File: src/design/utf8_glyph_shaper_top_assert.svh
// Assertion macros used by the glyph shaper top level.
`ifndef UTF8_GLYPH_SHAPER_TOP_ASSERT_SVH
`define UTF8_GLYPH_SHAPER_TOP_ASSERT_SVH
`ifndef NO_ASSERTIONS
// Antecedent and consequent in the same cycle.
`define UGS_ASSERT_IMPLY(label, clk, rst, ante, cons, msg) \
   label: assert property (@(posedge clk) disable iff (rst) (ante) |-> (cons)) \
      else $error(msg);
// Consequent in the cycle after the antecedent.
`define UGS_ASSERT_NEXT(label, clk, rst, ante, cons, msg) \
   label: assert property (@(posedge clk) disable iff (rst) (ante) |=> (cons)) \
      else $error(msg);
`else
`define UGS_ASSERT_IMPLY(label, clk, rst, ante, cons, msg)
`define UGS_ASSERT_NEXT(label, clk, rst, ante, cons, msg)
`endif
`endif

File: src/design/ugs_pkg.sv
package ugs_pkg;

   localparam int unsigned BYTE_BITS       = 8;
   localparam int unsigned CODE_BITS       = 21;
   localparam int unsigned OUT_OFFSET_BITS = 16;
   localparam int unsigned ADV_BITS        = 16;
   localparam int unsigned EM_BITS         = 16;
   localparam int unsigned FACE_BITS       = 16;
   localparam int unsigned CSR_INDEX_BITS  = 3;
   localparam int unsigned CSR_DATA_BITS   = 16;

   localparam logic [EM_BITS-1:0] EM_SIZE_RESET = 16'd1024;

   // 1/5 of a value below 2^18 is (x * 52429) >> 18, exact after truncation.
   localparam logic [15:0] FIFTH_RECIP = 16'd52429;
   localparam int unsigned FIFTH_SHIFT = 18;

   localparam logic [CODE_BITS-1:0] REPLACEMENT_CODE = 21'h00FFFD;
   localparam logic [CODE_BITS-1:0] LATIN_LIMIT      = 21'h00024F;
   localparam logic [CODE_BITS-1:0] KANA_LO          = 21'h003040;
   localparam logic [CODE_BITS-1:0] KANA_HI          = 21'h0030FF;
   localparam logic [CODE_BITS-1:0] HANGUL_LO        = 21'h00AC00;
   localparam logic [CODE_BITS-1:0] HANGUL_HI        = 21'h00D7AF;
   localparam logic [CODE_BITS-1:0] HAN_LO           = 21'h004E00;
   localparam logic [CODE_BITS-1:0] HAN_HI           = 21'h009FFF;
   localparam logic [CODE_BITS-1:0] EMOJI_LO         = 21'h01F300;
   localparam logic [CODE_BITS-1:0] EMOJI_HI         = 21'h01FAFF;
   localparam logic [CODE_BITS-1:0] SYMBOL_LO        = 21'h002600;
   localparam logic [CODE_BITS-1:0] SYMBOL_HI        = 21'h0027BF;

   typedef enum logic [CSR_INDEX_BITS-1:0] {
      CSR_EM_SIZE       = 3'd0,
      CSR_FACE_ID       = 3'd1,
      CSR_FACE_PRESENT  = 3'd2,
      CSR_EMOJI_COLOUR  = 3'd3,
      CSR_RIGHT_TO_LEFT = 3'd4
   } csr_index_type;

   typedef enum logic [2:0] {
      ST_IDLE,
      ST_GLYPH_A,
      ST_GLYPH_B,
      ST_TAIL,
      ST_POP,
      ST_DRAIN,
      ST_FLUSH
   } ctrl_state_type;

   typedef enum logic [1:0] {
      SRC_NONE,
      SRC_A,
      SRC_B,
      SRC_TAIL
   } make_src_type;

   typedef struct packed {
      logic         load;
      make_src_type make_src;
      logic         pop;
      logic         drain_emit;
      logic         flush;
   } ugs_cmd_type;

   typedef struct packed {
      logic glyph_a_valid;
      logic glyph_b_valid;
      logic tail_more;
      logic stack_nonempty;
      logic face_present;
      logic end_of_text;
      logic make_blocked;
      logic emit_ready;
      logic pend_valid;
   } ugs_status_type;

endpackage

File: src/design/ugs_ram.sv
module ugs_ram #(
   parameter int unsigned WIDTH = 37,
   parameter int unsigned DEPTH = 64,
   localparam int unsigned ADDR_BITS = (DEPTH > 1) ? $clog2(DEPTH) : 1
) (
   input  logic                 clock,
   input  logic                 wr_en,
   input  logic [ADDR_BITS-1:0] wr_addr,
   input  logic [WIDTH-1:0]     wr_data,
   input  logic                 rd_en,
   input  logic [ADDR_BITS-1:0] rd_addr,
   output logic [WIDTH-1:0]     rd_data
);

   logic [WIDTH-1:0] mem_ff [DEPTH];
   logic [WIDTH-1:0] rd_data_ff;

   always_ff @(posedge clock) begin
      if (wr_en) begin
         mem_ff[wr_addr] <= wr_data;
      end
      if (rd_en) begin
         rd_data_ff <= mem_ff[rd_addr];
      end
   end

   assign rd_data = rd_data_ff;

endmodule

File: src/design/ugs_ctrl.sv
module ugs_ctrl
   import ugs_pkg::*;
(
   input  logic           clock,
   input  logic           reset,
   input  logic           req_valid,
   output logic           req_stall,
   input  ugs_status_type status,
   output ugs_cmd_type    cmd
);

   ctrl_state_type state_ff;
   ctrl_state_type state_in;

   always_ff @(posedge clock) begin
      if (reset) begin
         state_ff <= ST_IDLE;
      end else begin
         state_ff <= state_in;
      end
   end

   always_comb begin
      state_in = state_ff;
      unique case (state_ff)
         ST_IDLE: begin
            if (req_valid) begin
               state_in = ST_GLYPH_A;
            end
         end
         ST_GLYPH_A: begin
            if (!status.glyph_a_valid || !status.make_blocked) begin
               state_in = ST_GLYPH_B;
            end
         end
         ST_GLYPH_B: begin
            if (!status.glyph_b_valid || !status.make_blocked) begin
               state_in = ST_TAIL;
            end
         end
         ST_TAIL: begin
            if (!status.tail_more) begin
               state_in = status.end_of_text ? ST_POP : ST_FLUSH;
            end
         end
         ST_POP: begin
            if (status.face_present && status.stack_nonempty) begin
               state_in = ST_DRAIN;
            end else begin
               state_in = ST_FLUSH;
            end
         end
         ST_DRAIN: begin
            if (status.emit_ready) begin
               state_in = ST_POP;
            end
         end
         ST_FLUSH: begin
            if (status.emit_ready) begin
               state_in = ST_IDLE;
            end
         end
         default: begin
            state_in = ST_IDLE;
         end
      endcase
   end

   always_comb begin
      cmd       = '0;
      req_stall = 1'b1;
      unique case (state_ff)
         ST_IDLE: begin
            req_stall = 1'b0;
            cmd.load  = req_valid;
         end
         ST_GLYPH_A: begin
            if (status.glyph_a_valid && !status.make_blocked) begin
               cmd.make_src = SRC_A;
            end
         end
         ST_GLYPH_B: begin
            if (status.glyph_b_valid && !status.make_blocked) begin
               cmd.make_src = SRC_B;
            end
         end
         ST_TAIL: begin
            if (status.tail_more && !status.make_blocked) begin
               cmd.make_src = SRC_TAIL;
            end
         end
         ST_POP: begin
            cmd.pop = status.face_present && status.stack_nonempty;
         end
         ST_DRAIN: begin
            cmd.drain_emit = status.emit_ready;
         end
         ST_FLUSH: begin
            cmd.flush = status.emit_ready;
         end
         default: begin
            cmd = '0;
         end
      endcase
   end

endmodule

File: src/design/ugs_datapath.sv
module ugs_datapath
   import ugs_pkg::*;
#(
   parameter int unsigned STACK_DEPTH = 64,
   parameter int unsigned OFFSET_BITS = 16
) (
   input  logic                       clock,
   input  logic                       reset,
   input  logic [BYTE_BITS-1:0]       req_text_byte,
   input  logic                       req_end_of_text,
   input  logic                       csr_write_enable,
   input  logic [CSR_INDEX_BITS-1:0]  csr_index,
   input  logic [CSR_DATA_BITS-1:0]   csr_write_data,
   input  logic                       rsp_stall,
   output logic                       rsp_valid,
   output logic [CODE_BITS-1:0]       rsp_glyph_code,
   output logic [OUT_OFFSET_BITS-1:0] rsp_byte_offset,
   output logic [ADV_BITS-1:0]        rsp_advance,
   output logic                       rsp_colour_glyph,
   output logic [FACE_BITS-1:0]       rsp_glyph_face,
   output logic                       rsp_dropped,
   output logic                       rsp_last_glyph,
   input  ugs_cmd_type                cmd,
   output ugs_status_type             status
);

   localparam int unsigned ADDR_BITS    = (STACK_DEPTH > 1) ? $clog2(STACK_DEPTH) : 1;
   localparam int unsigned COUNT_BITS   = $clog2(STACK_DEPTH + 1);
   localparam int unsigned WIDE_BITS    = (OFFSET_BITS > OUT_OFFSET_BITS) ?
                                          OFFSET_BITS : OUT_OFFSET_BITS;
   localparam int unsigned ENTRY_BITS   = CODE_BITS + OUT_OFFSET_BITS;
   localparam int unsigned EM3_BITS     = EM_BITS + 2;
   localparam int unsigned PRODUCT_BITS = EM3_BITS + 16;

   function automatic logic is_wide_code(input logic [CODE_BITS-1:0] code);
      return (code >= KANA_LO && code <= KANA_HI) ||
             (code >= HANGUL_LO && code <= HANGUL_HI) ||
             (code >= HAN_LO && code <= HAN_HI);
   endfunction

   function automatic logic is_emoji_code(input logic [CODE_BITS-1:0] code);
      return (code >= EMOJI_LO && code <= EMOJI_HI) ||
             (code >= SYMBOL_LO && code <= SYMBOL_HI);
   endfunction

   // Configuration registers.
   logic [EM_BITS-1:0]   em_size_ff;
   logic [FACE_BITS-1:0] face_id_ff;
   logic                 face_present_ff;
   logic                 emoji_colour_ff;
   logic                 right_to_left_ff;

   // Decoder state.
   logic [CODE_BITS-1:0]   partial_ff;
   logic [2:0]             bytes_expected_ff;
   logic [2:0]             bytes_seen_ff;
   logic [OFFSET_BITS-1:0] sequence_start_ff;
   logic [OFFSET_BITS-1:0] byte_position_ff;
   logic                   end_ff;

   // Glyphs raised by the current item.
   logic                   glyph_a_valid_ff;
   logic [CODE_BITS-1:0]   glyph_a_code_ff;
   logic [OFFSET_BITS-1:0] glyph_a_offset_ff;
   logic                   glyph_b_valid_ff;
   logic [CODE_BITS-1:0]   glyph_b_code_ff;
   logic [OFFSET_BITS-1:0] glyph_b_offset_ff;
   logic [1:0]             tail_count_ff;
   logic [1:0]             tail_index_ff;
   logic [OFFSET_BITS-1:0] tail_base_ff;

   // Decode of the incoming byte.
   logic                   dec_a_valid;
   logic [CODE_BITS-1:0]   dec_a_code;
   logic                   dec_b_valid;
   logic [CODE_BITS-1:0]   dec_b_code;
   logic [CODE_BITS-1:0]   dec_partial;
   logic [2:0]             dec_expected;
   logic [2:0]             dec_seen;
   logic [OFFSET_BITS-1:0] dec_start;
   logic                   dec_lead;
   logic [CODE_BITS-1:0]   cont_code;
   logic [2:0]             seen_inc;

   // Stack.
   logic [COUNT_BITS-1:0] stack_count_ff;
   logic                  overflowed_ff;
   logic                  stack_full;
   logic [COUNT_BITS-1:0] pop_index;
   logic [ENTRY_BITS-1:0] stack_rd_data;
   logic                  stack_wr_en;

   // Glyph making and emission.
   logic                       make_valid;
   logic                       make_push;
   logic                       make_emit;
   logic [CODE_BITS-1:0]       make_code;
   logic [OFFSET_BITS-1:0]     make_offset;
   logic [WIDE_BITS-1:0]       make_offset_wide;
   logic [CODE_BITS-1:0]       emit_code;
   logic [OUT_OFFSET_BITS-1:0] emit_offset;
   logic                       emit_drop;
   logic                       emit_wide;
   logic                       emit_emoji;
   logic [ADV_BITS-1:0]        emit_advance;
   logic                       emit_colour;
   logic [EM3_BITS-1:0]        em_times_three;
   logic [PRODUCT_BITS-1:0]    fifth_product;
   logic [ADV_BITS-1:0]        narrow_advance;

   // Holding stage and output register.
   logic                       pend_valid_ff;
   logic [CODE_BITS-1:0]       pend_code_ff;
   logic [OUT_OFFSET_BITS-1:0] pend_offset_ff;
   logic [ADV_BITS-1:0]        pend_advance_ff;
   logic                       pend_colour_ff;
   logic [FACE_BITS-1:0]       pend_face_ff;
   logic                       pend_drop_ff;
   logic                       out_valid_ff;
   logic [CODE_BITS-1:0]       out_code_ff;
   logic [OUT_OFFSET_BITS-1:0] out_offset_ff;
   logic [ADV_BITS-1:0]        out_advance_ff;
   logic                       out_colour_ff;
   logic [FACE_BITS-1:0]       out_face_ff;
   logic                       out_drop_ff;
   logic                       out_last_ff;
   logic                       out_free;
   logic                       emit_ready;
   logic                       pend_write;
   logic                       pend_to_out;

   always_ff @(posedge clock) begin
      if (reset) begin
         em_size_ff       <= EM_SIZE_RESET;
         face_id_ff       <= '0;
         face_present_ff  <= 1'b1;
         emoji_colour_ff  <= 1'b0;
         right_to_left_ff <= 1'b0;
      end else if (csr_write_enable) begin
         unique case (csr_index_type'(csr_index))
            CSR_EM_SIZE:       em_size_ff       <= csr_write_data[EM_BITS-1:0];
            CSR_FACE_ID:       face_id_ff       <= csr_write_data[FACE_BITS-1:0];
            CSR_FACE_PRESENT:  face_present_ff  <= csr_write_data[0];
            CSR_EMOJI_COLOUR:  emoji_colour_ff  <= csr_write_data[0];
            CSR_RIGHT_TO_LEFT: right_to_left_ff <= csr_write_data[0];
            default: ;
         endcase
      end
   end

   assign cont_code = {partial_ff[CODE_BITS-7:0], req_text_byte[5:0]};
   assign seen_inc  = bytes_seen_ff + 3'd1;

   always_comb begin
      dec_a_valid  = 1'b0;
      dec_a_code   = REPLACEMENT_CODE;
      dec_b_valid  = 1'b0;
      dec_b_code   = REPLACEMENT_CODE;
      dec_partial  = partial_ff;
      dec_expected = bytes_expected_ff;
      dec_seen     = bytes_seen_ff;
      dec_start    = sequence_start_ff;
      dec_lead     = 1'b0;
      if (bytes_expected_ff != 3'd0) begin
         if (req_text_byte[7:6] == 2'b10) begin
            dec_partial = cont_code;
            dec_seen    = seen_inc;
            if (seen_inc >= bytes_expected_ff) begin
               dec_a_valid  = 1'b1;
               dec_a_code   = cont_code;
               dec_partial  = '0;
               dec_expected = 3'd0;
               dec_seen     = 3'd0;
            end
         end else begin
            // Broken sequence: replacement at its start, byte read again as a lead.
            dec_a_valid  = 1'b1;
            dec_partial  = '0;
            dec_expected = 3'd0;
            dec_seen     = 3'd0;
            dec_lead     = 1'b1;
         end
      end else begin
         dec_lead = 1'b1;
      end
      if (dec_lead) begin
         priority if (req_text_byte[7] == 1'b0) begin
            dec_b_valid = 1'b1;
            dec_b_code  = CODE_BITS'(req_text_byte);
         end else if (req_text_byte[7:5] == 3'b110) begin
            dec_partial  = CODE_BITS'(req_text_byte[4:0]);
            dec_expected = 3'd2;
            dec_seen     = 3'd1;
            dec_start    = byte_position_ff;
         end else if (req_text_byte[7:4] == 4'b1110) begin
            dec_partial  = CODE_BITS'(req_text_byte[3:0]);
            dec_expected = 3'd3;
            dec_seen     = 3'd1;
            dec_start    = byte_position_ff;
         end else if (req_text_byte[7:3] == 5'b11110) begin
            dec_partial  = CODE_BITS'(req_text_byte[2:0]);
            dec_expected = 3'd4;
            dec_seen     = 3'd1;
            dec_start    = byte_position_ff;
         end else begin
            dec_b_valid = 1'b1;
         end
      end
   end

   always_ff @(posedge clock) begin
      if (reset) begin
         partial_ff        <= '0;
         bytes_expected_ff <= '0;
         bytes_seen_ff     <= '0;
         sequence_start_ff <= '0;
         byte_position_ff  <= '0;
         end_ff            <= 1'b0;
         glyph_a_valid_ff  <= 1'b0;
         glyph_b_valid_ff  <= 1'b0;
         tail_count_ff     <= '0;
         tail_index_ff     <= '0;
      end else if (cmd.load) begin
         glyph_a_valid_ff <= dec_a_valid;
         glyph_b_valid_ff <= dec_b_valid;
         end_ff           <= req_end_of_text;
         tail_index_ff    <= '0;
         if (req_end_of_text) begin
            partial_ff        <= '0;
            bytes_expected_ff <= '0;
            bytes_seen_ff     <= '0;
            sequence_start_ff <= '0;
            byte_position_ff  <= '0;
            tail_count_ff     <= (dec_expected != 3'd0) ? dec_seen[1:0] : 2'd0;
         end else begin
            partial_ff        <= dec_partial;
            bytes_expected_ff <= dec_expected;
            bytes_seen_ff     <= dec_seen;
            sequence_start_ff <= dec_start;
            byte_position_ff  <= byte_position_ff + OFFSET_BITS'(1);
            tail_count_ff     <= '0;
         end
      end else if (cmd.make_src == SRC_TAIL) begin
         tail_index_ff <= tail_index_ff + 2'd1;
      end
   end

   always_ff @(posedge clock) begin
      if (cmd.load) begin
         glyph_a_code_ff   <= dec_a_code;
         glyph_a_offset_ff <= sequence_start_ff;
         glyph_b_code_ff   <= dec_b_code;
         glyph_b_offset_ff <= byte_position_ff;
         tail_base_ff      <= dec_start;
      end
   end

   always_comb begin
      unique case (cmd.make_src)
         SRC_NONE, SRC_A: begin
            make_code   = glyph_a_code_ff;
            make_offset = glyph_a_offset_ff;
         end
         SRC_B: begin
            make_code   = glyph_b_code_ff;
            make_offset = glyph_b_offset_ff;
         end
         SRC_TAIL: begin
            make_code   = REPLACEMENT_CODE;
            make_offset = tail_base_ff + OFFSET_BITS'(tail_index_ff);
         end
      endcase
   end

   assign make_offset_wide = WIDE_BITS'(make_offset);
   assign make_valid       = (cmd.make_src != SRC_NONE);
   assign make_push        = make_valid && face_present_ff && right_to_left_ff;
   assign make_emit        = make_valid && face_present_ff && !right_to_left_ff;

   assign stack_full  = (stack_count_ff == COUNT_BITS'(STACK_DEPTH));
   assign stack_wr_en = make_push && !stack_full;
   assign pop_index   = stack_count_ff - COUNT_BITS'(1);

   always_ff @(posedge clock) begin
      if (reset) begin
         stack_count_ff <= '0;
         overflowed_ff  <= 1'b0;
      end else if (cmd.flush && end_ff) begin
         stack_count_ff <= '0;
         overflowed_ff  <= 1'b0;
      end else if (make_push) begin
         if (stack_full) begin
            overflowed_ff <= 1'b1;
         end else begin
            stack_count_ff <= stack_count_ff + COUNT_BITS'(1);
         end
      end else if (cmd.pop) begin
         stack_count_ff <= pop_index;
      end
   end

   ugs_ram #(
      .WIDTH (ENTRY_BITS),
      .DEPTH (STACK_DEPTH)
   ) u_stack (
      .clock   (clock),
      .wr_en   (stack_wr_en),
      .wr_addr (stack_count_ff[ADDR_BITS-1:0]),
      .wr_data ({make_offset_wide[OUT_OFFSET_BITS-1:0], make_code}),
      .rd_en   (cmd.pop),
      .rd_addr (pop_index[ADDR_BITS-1:0]),
      .rd_data (stack_rd_data)
   );

   assign emit_code   = cmd.drain_emit ? stack_rd_data[CODE_BITS-1:0] : make_code;
   assign emit_offset = cmd.drain_emit ? stack_rd_data[ENTRY_BITS-1:CODE_BITS]
                                       : make_offset_wide[OUT_OFFSET_BITS-1:0];
   assign emit_drop   = cmd.drain_emit && overflowed_ff;

   // 0.6 em is em * 3 / 5, taken by a reciprocal multiply.
   assign em_times_three = EM3_BITS'(em_size_ff) + {1'b0, em_size_ff, 1'b0};
   assign fifth_product  = PRODUCT_BITS'(em_times_three) * PRODUCT_BITS'(FIFTH_RECIP);
   assign narrow_advance = fifth_product[FIFTH_SHIFT +: ADV_BITS];

   assign emit_wide    = (emit_code > LATIN_LIMIT) && is_wide_code(emit_code);
   assign emit_emoji   = (emit_code > LATIN_LIMIT) && !emit_wide && is_emoji_code(emit_code);
   assign emit_advance = (emit_wide || emit_emoji) ? em_size_ff : narrow_advance;
   assign emit_colour  = emit_emoji && emoji_colour_ff;

   assign out_free    = !out_valid_ff || !rsp_stall;
   assign emit_ready  = !pend_valid_ff || out_free;
   assign pend_write  = make_emit || cmd.drain_emit;
   assign pend_to_out = pend_valid_ff && out_free && (pend_write || cmd.flush);

   always_ff @(posedge clock) begin
      if (reset) begin
         pend_valid_ff <= 1'b0;
         out_valid_ff  <= 1'b0;
      end else begin
         if (pend_write) begin
            pend_valid_ff <= 1'b1;
         end else if (pend_to_out) begin
            pend_valid_ff <= 1'b0;
         end
         if (pend_to_out) begin
            out_valid_ff <= 1'b1;
         end else if (!rsp_stall) begin
            out_valid_ff <= 1'b0;
         end
      end
   end

   always_ff @(posedge clock) begin
      if (pend_write) begin
         pend_code_ff    <= emit_code;
         pend_offset_ff  <= emit_offset;
         pend_advance_ff <= emit_advance;
         pend_colour_ff  <= emit_colour;
         pend_face_ff    <= face_id_ff;
         pend_drop_ff    <= emit_drop;
      end
      if (pend_to_out) begin
         out_code_ff    <= pend_code_ff;
         out_offset_ff  <= pend_offset_ff;
         out_advance_ff <= pend_advance_ff;
         out_colour_ff  <= pend_colour_ff;
         out_face_ff    <= pend_face_ff;
         out_drop_ff    <= pend_drop_ff;
         out_last_ff    <= cmd.flush && end_ff;
      end
   end

   assign rsp_valid        = out_valid_ff;
   assign rsp_glyph_code   = out_code_ff;
   assign rsp_byte_offset  = out_offset_ff;
   assign rsp_advance      = out_advance_ff;
   assign rsp_colour_glyph = out_colour_ff;
   assign rsp_glyph_face   = out_face_ff;
   assign rsp_dropped      = out_drop_ff;
   assign rsp_last_glyph   = out_last_ff;

   assign status.glyph_a_valid  = glyph_a_valid_ff;
   assign status.glyph_b_valid  = glyph_b_valid_ff;
   assign status.tail_more      = (tail_index_ff < tail_count_ff);
   assign status.stack_nonempty = (stack_count_ff != '0);
   assign status.face_present   = face_present_ff;
   assign status.end_of_text    = end_ff;
   assign status.make_blocked   = face_present_ff && !right_to_left_ff && !emit_ready;
   assign status.emit_ready     = emit_ready;
   assign status.pend_valid     = pend_valid_ff;

endmodule

File: src/design/utf8_glyph_shaper_top.sv
// utf8_glyph_shaper_top: UTF-8 text bytes in, one item per byte; shaped glyph items out.
// Items are not overlapped: a new byte item is taken only in the idle state. Each item goes
// through the glyph A, glyph B and tail states, with one replacement glyph in the tail for
// each byte of a sequence cut off at end of text; an end-of-text item then checks the stack
// and pops and emits each stacked glyph. A stall on the result side can hold the item.
// Reset (synchronous, active high) restores register defaults and empties the stack at once.
`include "utf8_glyph_shaper_top_assert.svh"

module utf8_glyph_shaper_top
   import ugs_pkg::*;
#(
   parameter int unsigned STACK_DEPTH = 64,
   parameter int unsigned OFFSET_BITS = 16
) (
   input  logic                       clock,
   input  logic                       reset,
   // Byte items.
   input  logic                       req_valid,
   output logic                       req_stall,
   input  logic [BYTE_BITS-1:0]       req_text_byte,
   input  logic                       req_end_of_text,
   // Glyph items.
   output logic                       rsp_valid,
   input  logic                       rsp_stall,
   output logic [CODE_BITS-1:0]       rsp_glyph_code,
   output logic [OUT_OFFSET_BITS-1:0] rsp_byte_offset,
   output logic [ADV_BITS-1:0]        rsp_advance,
   output logic                       rsp_colour_glyph,
   output logic [FACE_BITS-1:0]       rsp_glyph_face,
   output logic                       rsp_dropped,
   output logic                       rsp_last_glyph,
   // Register writes.
   input  logic                       csr_write_enable,
   input  logic [CSR_INDEX_BITS-1:0]  csr_index,
   input  logic [CSR_DATA_BITS-1:0]   csr_write_data
);

   // The controller walks each byte item through a fixed sequence of slots:
   // the glyph finished or abandoned by the open sequence, the glyph of the
   // byte read as a lead byte, the replacement glyphs of a sequence cut off at
   // end of text, and finally the drain of the right-to-left stack. Every
   // glyph made in left-to-right mode with a face goes into a one-deep holding
   // stage in the datapath; it moves on to the output register when the next
   // glyph arrives, or when the item closes, at which point the end-of-text
   // flag of the item tells whether it is the last glyph of the string.
   ugs_cmd_type    cmd;
   ugs_status_type status;

   ugs_ctrl u_ctrl (
      .clock     (clock),
      .reset     (reset),
      .req_valid (req_valid),
      .req_stall (req_stall),
      .status    (status),
      .cmd       (cmd)
   );

   // The datapath holds the registers, the decoder state, the stack memory,
   // the advance arithmetic and the output stages. The output register
   // separates the result side from the rest, so a stalled glyph does not
   // stop the making of the next one until the holding stage is full too.
   ugs_datapath #(
      .STACK_DEPTH (STACK_DEPTH),
      .OFFSET_BITS (OFFSET_BITS)
   ) u_datapath (
      .clock            (clock),
      .reset            (reset),
      .req_text_byte    (req_text_byte),
      .req_end_of_text  (req_end_of_text),
      .csr_write_enable (csr_write_enable),
      .csr_index        (csr_index),
      .csr_write_data   (csr_write_data),
      .rsp_stall        (rsp_stall),
      .rsp_valid        (rsp_valid),
      .rsp_glyph_code   (rsp_glyph_code),
      .rsp_byte_offset  (rsp_byte_offset),
      .rsp_advance      (rsp_advance),
      .rsp_colour_glyph (rsp_colour_glyph),
      .rsp_glyph_face   (rsp_glyph_face),
      .rsp_dropped      (rsp_dropped),
      .rsp_last_glyph   (rsp_last_glyph),
      .cmd              (cmd),
      .status           (status)
   );

   // An accepted byte item always takes the controller out of its idle state.
   `UGS_ASSERT_NEXT(a_accept_goes_busy, clock, reset, req_valid && !req_stall, req_stall, "byte item accepted but controller stayed idle")
   // Each item closes by moving its held glyph out, so idle means the holding stage is empty.
   `UGS_ASSERT_IMPLY(a_idle_pend_empty, clock, reset, !req_stall, !status.pend_valid, "glyph left in holding stage while idle")
   // Cut-off replacement glyphs are only ever pending for an end-of-text item.
   `UGS_ASSERT_IMPLY(a_tail_only_at_end, clock, reset, status.tail_more, status.end_of_text, "replacement tail pending without end of text")

endmodule

File: config.mk
export PLATFORM = sky130hd
export DESIGN_NAME = utf8_glyph_shaper_top
export DESIGN_NICKNAME = d
export VERILOG_FILES = /design/src/design/ugs_pkg.sv /design/src/design/ugs_ram.sv /design/src/design/ugs_ctrl.sv /design/src/design/ugs_datapath.sv /design/src/design/utf8_glyph_shaper_top.sv
export VERILOG_INCLUDE_DIRS = /design/src /design/src/design
export SDC_FILE = /design/constraint.sdc
export NUM_CORES = 2
export LEC_CHECK = 0
export BUFFER_PORTS_ARGS = -buffer_cell sky130_fd_sc_hd__buf_4
export CAP_MARGIN = 40
export CORE_ASPECT_RATIO = 0.7
export CORE_UTILIZATION = 25
export CTS_CLUSTER_DIAMETER = 100
export DETAILED_ROUTE_END_ITERATION = 10
export GPL_TIMING_DRIVEN = 1
export PLACE_DENSITY = 0.38
export SLEW_MARGIN = 20
export SYNTH_ARGS = -nofsm -noshare
export SYNTH_HDL_FRONTEND = slang
export SYNTH_HIERARCHICAL = 1
export SYNTH_SLANG_ARGS = --single-unit
File: constraint.sdc
create_clock -name clock -period 32.6 [get_ports clock]
set_input_delay 4.89 -clock clock [delete_from_list [all_inputs] [get_ports clock]]
set_output_delay 4.89 -clock clock [all_outputs]
set_load 0.1 [all_outputs]
# Word level (Yosys, flattened, before mapping)
# Memories as Yosys holds them, arrays and structs flattened. A register that Yosys moved wholly into a read port is not among the register bits.
# Index checks and enable logic that the tools add are counted.
totals:
  regBits: 347
  ramBits: 2368
  in_bits: 33
  output_inout_bits: 74
  elab_cells: 232
  n_memories: 1
op_classes:
  n_addsub: 7
  mul: 1
  n_lt_le_gt_ge: 13
  eq_ne: 26
  mux: 79
  bitwise_logic: 1
  n_reduce_logical: 65
mem_list:
  columns: ["memory", "depth", "width", "read_ports", "rd_clocked_by_memory_dff", "wr", "line_no", "text"]
  rows:
  - ["u_datapath.u_stack.mem_ff", 64, 37, 1, 1, 1, "ugs_ram.sv:15", "logic [WIDTH-1:0] mem_ff [DEPTH];"]
ops:
  columns: ["op", "count"]
  rows:
  - ["21-bit 2-to-1 mux", 10]
  - ["16-bit 2-to-1 mux", 10]
  - ["3-bit 2-to-1 mux", 24]
  - ["21-bit case mux with 3 select lines", 1]
  - ["16-bit case mux with 3 select lines", 1]
  - ["21-bit by 14-bit >= comparator with 1-bit output (second input constant)", 2]
  - ["21-bit by 14-bit less-or-equal comparator with 1-bit output (second input constant)", 2]
  - ["21-bit by 16-bit less-or-equal comparator with 1-bit output (second input constant)", 2]
  - ["18-bit by 16-bit multiplier with 34-bit output (second input constant)", 1]
  - ["1-bit logical AND", 23]
  - ["1-bit 2-to-1 mux", 22]
  - ["21-bit by 15-bit >= comparator with 1-bit output (second input constant)", 1]
  - ["21-bit by 16-bit >= comparator with 1-bit output (second input constant)", 1]
  - ["21-bit by 17-bit >= comparator with 1-bit output (second input constant)", 1]
  - ["21-bit by 10-bit > comparator with 1-bit output (second input constant)", 1]
  - ["21-bit by 17-bit less-or-equal comparator with 1-bit output (second input constant)", 1]
  - ["7-bit 2-to-1 mux", 3]
  - ["3-bit case mux with 7 select lines", 1]
  - ["16-bit by 17-bit adder with 18-bit output", 1]
  - ["16-bit by 1-bit adder with 16-bit output (second input constant)", 1]
  - ["16-bit by 2-bit adder with 16-bit output", 1]
  - ["3-bit equality test (second input constant)", 5]
  - ["2-bit AND reduction", 7]
  - ["3-bit by 2-bit equality test with 1-bit output (second input constant)", 4]
  - ["27 further kinds", 66]

# Logic depth before layout (Yosys ltp)
depth:
  word_depth: 23
  mapped_depth: 32
  ltp_nobuf: 32

# Modules after synthesis
# The synthesis kept the hierarchy.
modules_own_cells:
  columns: ["module", "n_inst", "cells_each", "area_each_um2"]
  rows:
  - ["ugs_ram", 1, 4136, 91979.5]
  - ["ugs_datapath", 1, 1682, 18808.0]
  - ["ugs_ctrl", 1, 43, 321.6]

# Worst setup path before layout
# Ideal clock, no wire load.
synth_timing:
  path_kind: "input -> register"
  start: "input rsp_stall"
  end: "register u_datapath.out_advance_ff[0] (netlist: u_datapath/rsp_advance[0]), enable pin"
  setup_ps: 527
  arrival_ps: 15635
  setup_slack_ps: 16438
  path_stages: 9
  path_cell_list: "nand3_1 -> nor2_1 -> nor4_1 -> buf_4 -> buf_2 -> nor2_1 -> o21ai_0 -> o21ai_0 -> a21oi_1"
synth_lines:
  columns: ["item", "line_no", "text"]
  rows:
  - ["start: declaration", "utf8_glyph_shaper_top.sv:24", "input logic rsp_stall,"]
  - ["end signal: assignment", "ugs_datapath.sv:365", "out_advance_ff <= pend_advance_ff;"]
  - ["end: declaration", "ugs_datapath.sv:122", "logic [ADV_BITS-1:0] out_advance_ff;"]

# Worst setup path after layout
layout_timing:
  start: "register u_datapath.em_size_ff[0]"
  end: "register u_datapath.pend_advance_ff[10] (data pin)"
layout_between:
  elab_chain_cells: 3
layout_rtl:
  columns: ["item", "line_no", "text"]
  rows:
  - ["start: declaration", "ugs_datapath.sv:47", "logic [EM_BITS-1:0] em_size_ff;"]
  - ["start signal: assignment", "ugs_datapath.sv:141", "CSR_EM_SIZE: em_size_ff <= csr_write_data[EM_BITS-1:0];"]
  - ["16-bit by 17-bit adder with 18-bit output", "ugs_datapath.sv:321", "assign em_times_three = EM3_BITS'(em_size_ff) + {1'b0, em_size_ff, 1'b0};"]
  - ["18-bit by 16-bit multiplier with 34-bit output", "ugs_datapath.sv:322", "assign fifth_product = PRODUCT_BITS'(em_times_three) * PRODUCT_BITS'(FIFTH_RECIP);"]
  - ["16-bit 2-to-1 mux", "ugs_datapath.sv:327", "assign emit_advance = (emit_wide || emit_emoji) ? em_size_ff : narrow_advance;"]
  - ["net u_datapath.emit_advance[10]", "ugs_datapath.sv:105", "logic [ADV_BITS-1:0] emit_advance;"]
  - ["end signal: assignment", "ugs_datapath.sv:357", "pend_advance_ff <= emit_advance;"]
  - ["end: declaration", "ugs_datapath.sv:115", "logic [ADV_BITS-1:0] pend_advance_ff;"]
# The timed path passes the listed nets, and every way through them passes these cells.
# A chain may end at the register's enable or synchronous reset.

==> results.py <==
metrics = {
    "floorplanning": {
        "fp-row-count": 204,
        "core_mm2": 0.442,
        "die_area_mm2": 0.447,
        "die_h_um": 560,
        "num_io_pins": 107,
        "initial_core_util_pct": 25.1,
        "die_x_um": 799,
    },
    "sta": {
        "period_needed_ns": 9.09,
        "worst_slack_ns": 23.51,
        "setup_viol": 0,
        "rsz0062_at_grt": "no",
        "setup_tns_ns": 0,
        "finalHoldViolCount": 0,
        "max_clock_freq_mhz": 110,
        "relSlewSlack_pct": 30.6,
        "drv_slew": 0,
        "min_period_over_period_pct": 27.9,
        "whs_ns": 0.418,
        "tightest_slew_ns": 1.04,
        "skew_ns": 0.0737,
    },
    "route": {
        "drt_iter0_drc": 6307,
        "vias": 58235,
        "wl_per_cell_um": 30.1,
        "drc": 0,
        "wl_um": 372000,
        "viasPerCell": 4.71,
        "drt.antenna.violating_nets": 0,
        "first_pass_iters": 5,
    },
    "global_routing": {
        "grt_util_all_layers_pct": 16.2,
        "grt_max_degree": 98,
        "grt_pass1_wl_um": 505000,
        "grt-ovfl-total": 0,
        "antenna_found_initial": 52,
        "grt_pass1_vias": 57855,
    },
    "cells_and_area": {
        "nNetsFinal": 6519,
        "regArea_mm2": 0.0810,
        "area_growth_pct": 17.4,
        "drive_above_1_share_pct": 23.1,
        "multi_input_area_mm2": 0.0286,
        "stdcell_area_mm2": 0.130,
        "layout_common_cells": "edfxtp_1 (2625), mux4_2 (495), buf_4 (329), nand2_1 (296), clkbuf_16 (295)",
        "final_common_cell": "edfxtp_1",
        "fillCellCount": 43246,
    },
    "critical_path": {
        "critical_path.slowest_cell": "xnor2_1",
        "crit_type": "flop to flop",
        "worst_setup_path_start_kind": "flop",
        "reg2regPathDepth": 33,
        "r2r_slack_ns": 23.51,
        "max_stage_delay_ns": 0.54,
        "path_max_fanout": 9,
        "timing.rr.start": "u_datapath/em_size_ff[0]",
        "cp.arrival_ns": 9.70,
        "worstPathRequired_ns": 33.21,
        "end_kind": "flop",
        "r2r-end": "u_datapath/pend_advance_ff[10]",
    },
    "pwr": {
        "power_density_mw_per_mm2": 60.2,
        "ir_drop_mv": 0.0399,
        "p_leak_nw": 44.2,
    },
    "synthesis": {
        "avgSynthCellArea_um2": 19.0,
        "yosys_warnings": 6,
        "synth_nets": 6141,
        "synthCells": 5860,
        "syn_area_mm2": 0.111,
    },
    "placed_design": {
        "place_congestion": 0.817,
        "dpl_worst_slack_ns": 22.74,
        "dp_hpwl_um": 236000,
        "io_buffers": 106,
        "placed_cell_area_mm2": 0.121,
    },
    "run_status": {
        "status": "finished, final reports clean",
    },
    "hold_path": {
        "hold_end": "u_datapath/rsp_advance[2]",
        "holdPathStages": 0,
        "worstHoldStart": "u_datapath/pend_advance_ff[2]",
        "worstHoldPathType": "flop to flop",
    },
    "clocking": {
        "post_cts_buffers": 0,
        "cts_hold_buf": 0,
        "ctsResizeCount": 0,
        "clockBufferDepth": 4,
        "path_clk_slew_ns": 0.06,
        "cts_max_level": 5,
        "tritoncts": "done",
        "numCtsBuffers": 287,
        "cts-root-buf": "clkbuf_16",
        "cts_sinks": 2733,
        "clock_latency_ns": 0.91,
    },
    "flow_run": {
        "cap_violations": 0,
    },
}
-- per-layer routing --
metal	track usage (%)	share of wire [%]	wire length, um
met1	25.1	49	183000
met2	23.4	43	158000
met3	3.41	6.5	24300
met4	2.83	1.6	5940
met5	0	0.018	67
-- where the power goes --
group,leakage [nW],switching [W],internal (W),total [W]
clock network,4.57,0.00143,0.00189,0.00332
logic,15.3,0.000411,0.000157,0.000568
registers,24.3,0.0000134,0.00395,0.00396
-- how the worst max path moves through the flow --
stage	from	endpoint	slack (ns)	depth (start not counted)
after detailed placement	rsp_stall	u_datapath/u_stack/mem_ff[0][26]	22.74	13
after floorplan	rsp_stall	u_datapath/rsp_advance[0]	16.44	9
after global routing	u_datapath/em_size_ff[0]	u_datapath/pend_advance_ff[10]	22.81	29
after global placement	rsp_stall	u_datapath/u_stack/mem_ff[62][8]	22.57	12
final	u_datapath/em_size_ff[0]	u_datapath/pend_advance_ff[10]	23.51	33
after CTS	u_datapath/em_size_ff[0]	u_datapath/pend_advance_ff[10]	23.44	33
-- through the flow --
stage | util (%) | total power (W) | cells
floorplan | - | 0.00432 | 5860
global placement | 27.2 | 0.00459 | 11753
detailed placement | 27.4 | 0.00461 | 11805
CTS | 29.5 | 0.00795 | 12323
global route | 29.5 | 0.00813 | 12338
finish | 29.5 | 0.00785 | 12354
-- worst max-delay path, delay by kind of cell (launching register included) --
kind / cells / cell delay, ns
fa+ha+maj: 9 / 3.54
compound gates: 13 / 3.07
xor+xnor: 2 / 0.72
buf+inv: 6 / 0.46
flops: 1 / 0.44
simple gates: 2 / 0.32
mux: 1 / 0.28
-- registers in the layout, summed over array words and instances (netlist names), 21 cells and up --
name / count
u_datapath/glyph_a_code_ff: 21
u_datapath/u_stack/rd_data: 37
u_datapath/rsp_glyph_code: 21
u_datapath/u_stack/mem_ff: 2368
u_datapath/pend_code_ff: 21
-- final cells by class --
cell class	instances	area share, %
sequential	2733	62.1
multi-input combinational	2665	21.9
clock buffer	357	5.89
tap	5871	5.63
timing repair buffer	388	2.74
clock inverter	161	1.23
inverter	163	0.484
antenna	16	0.0307
Power figures use the tool's default switching activity.
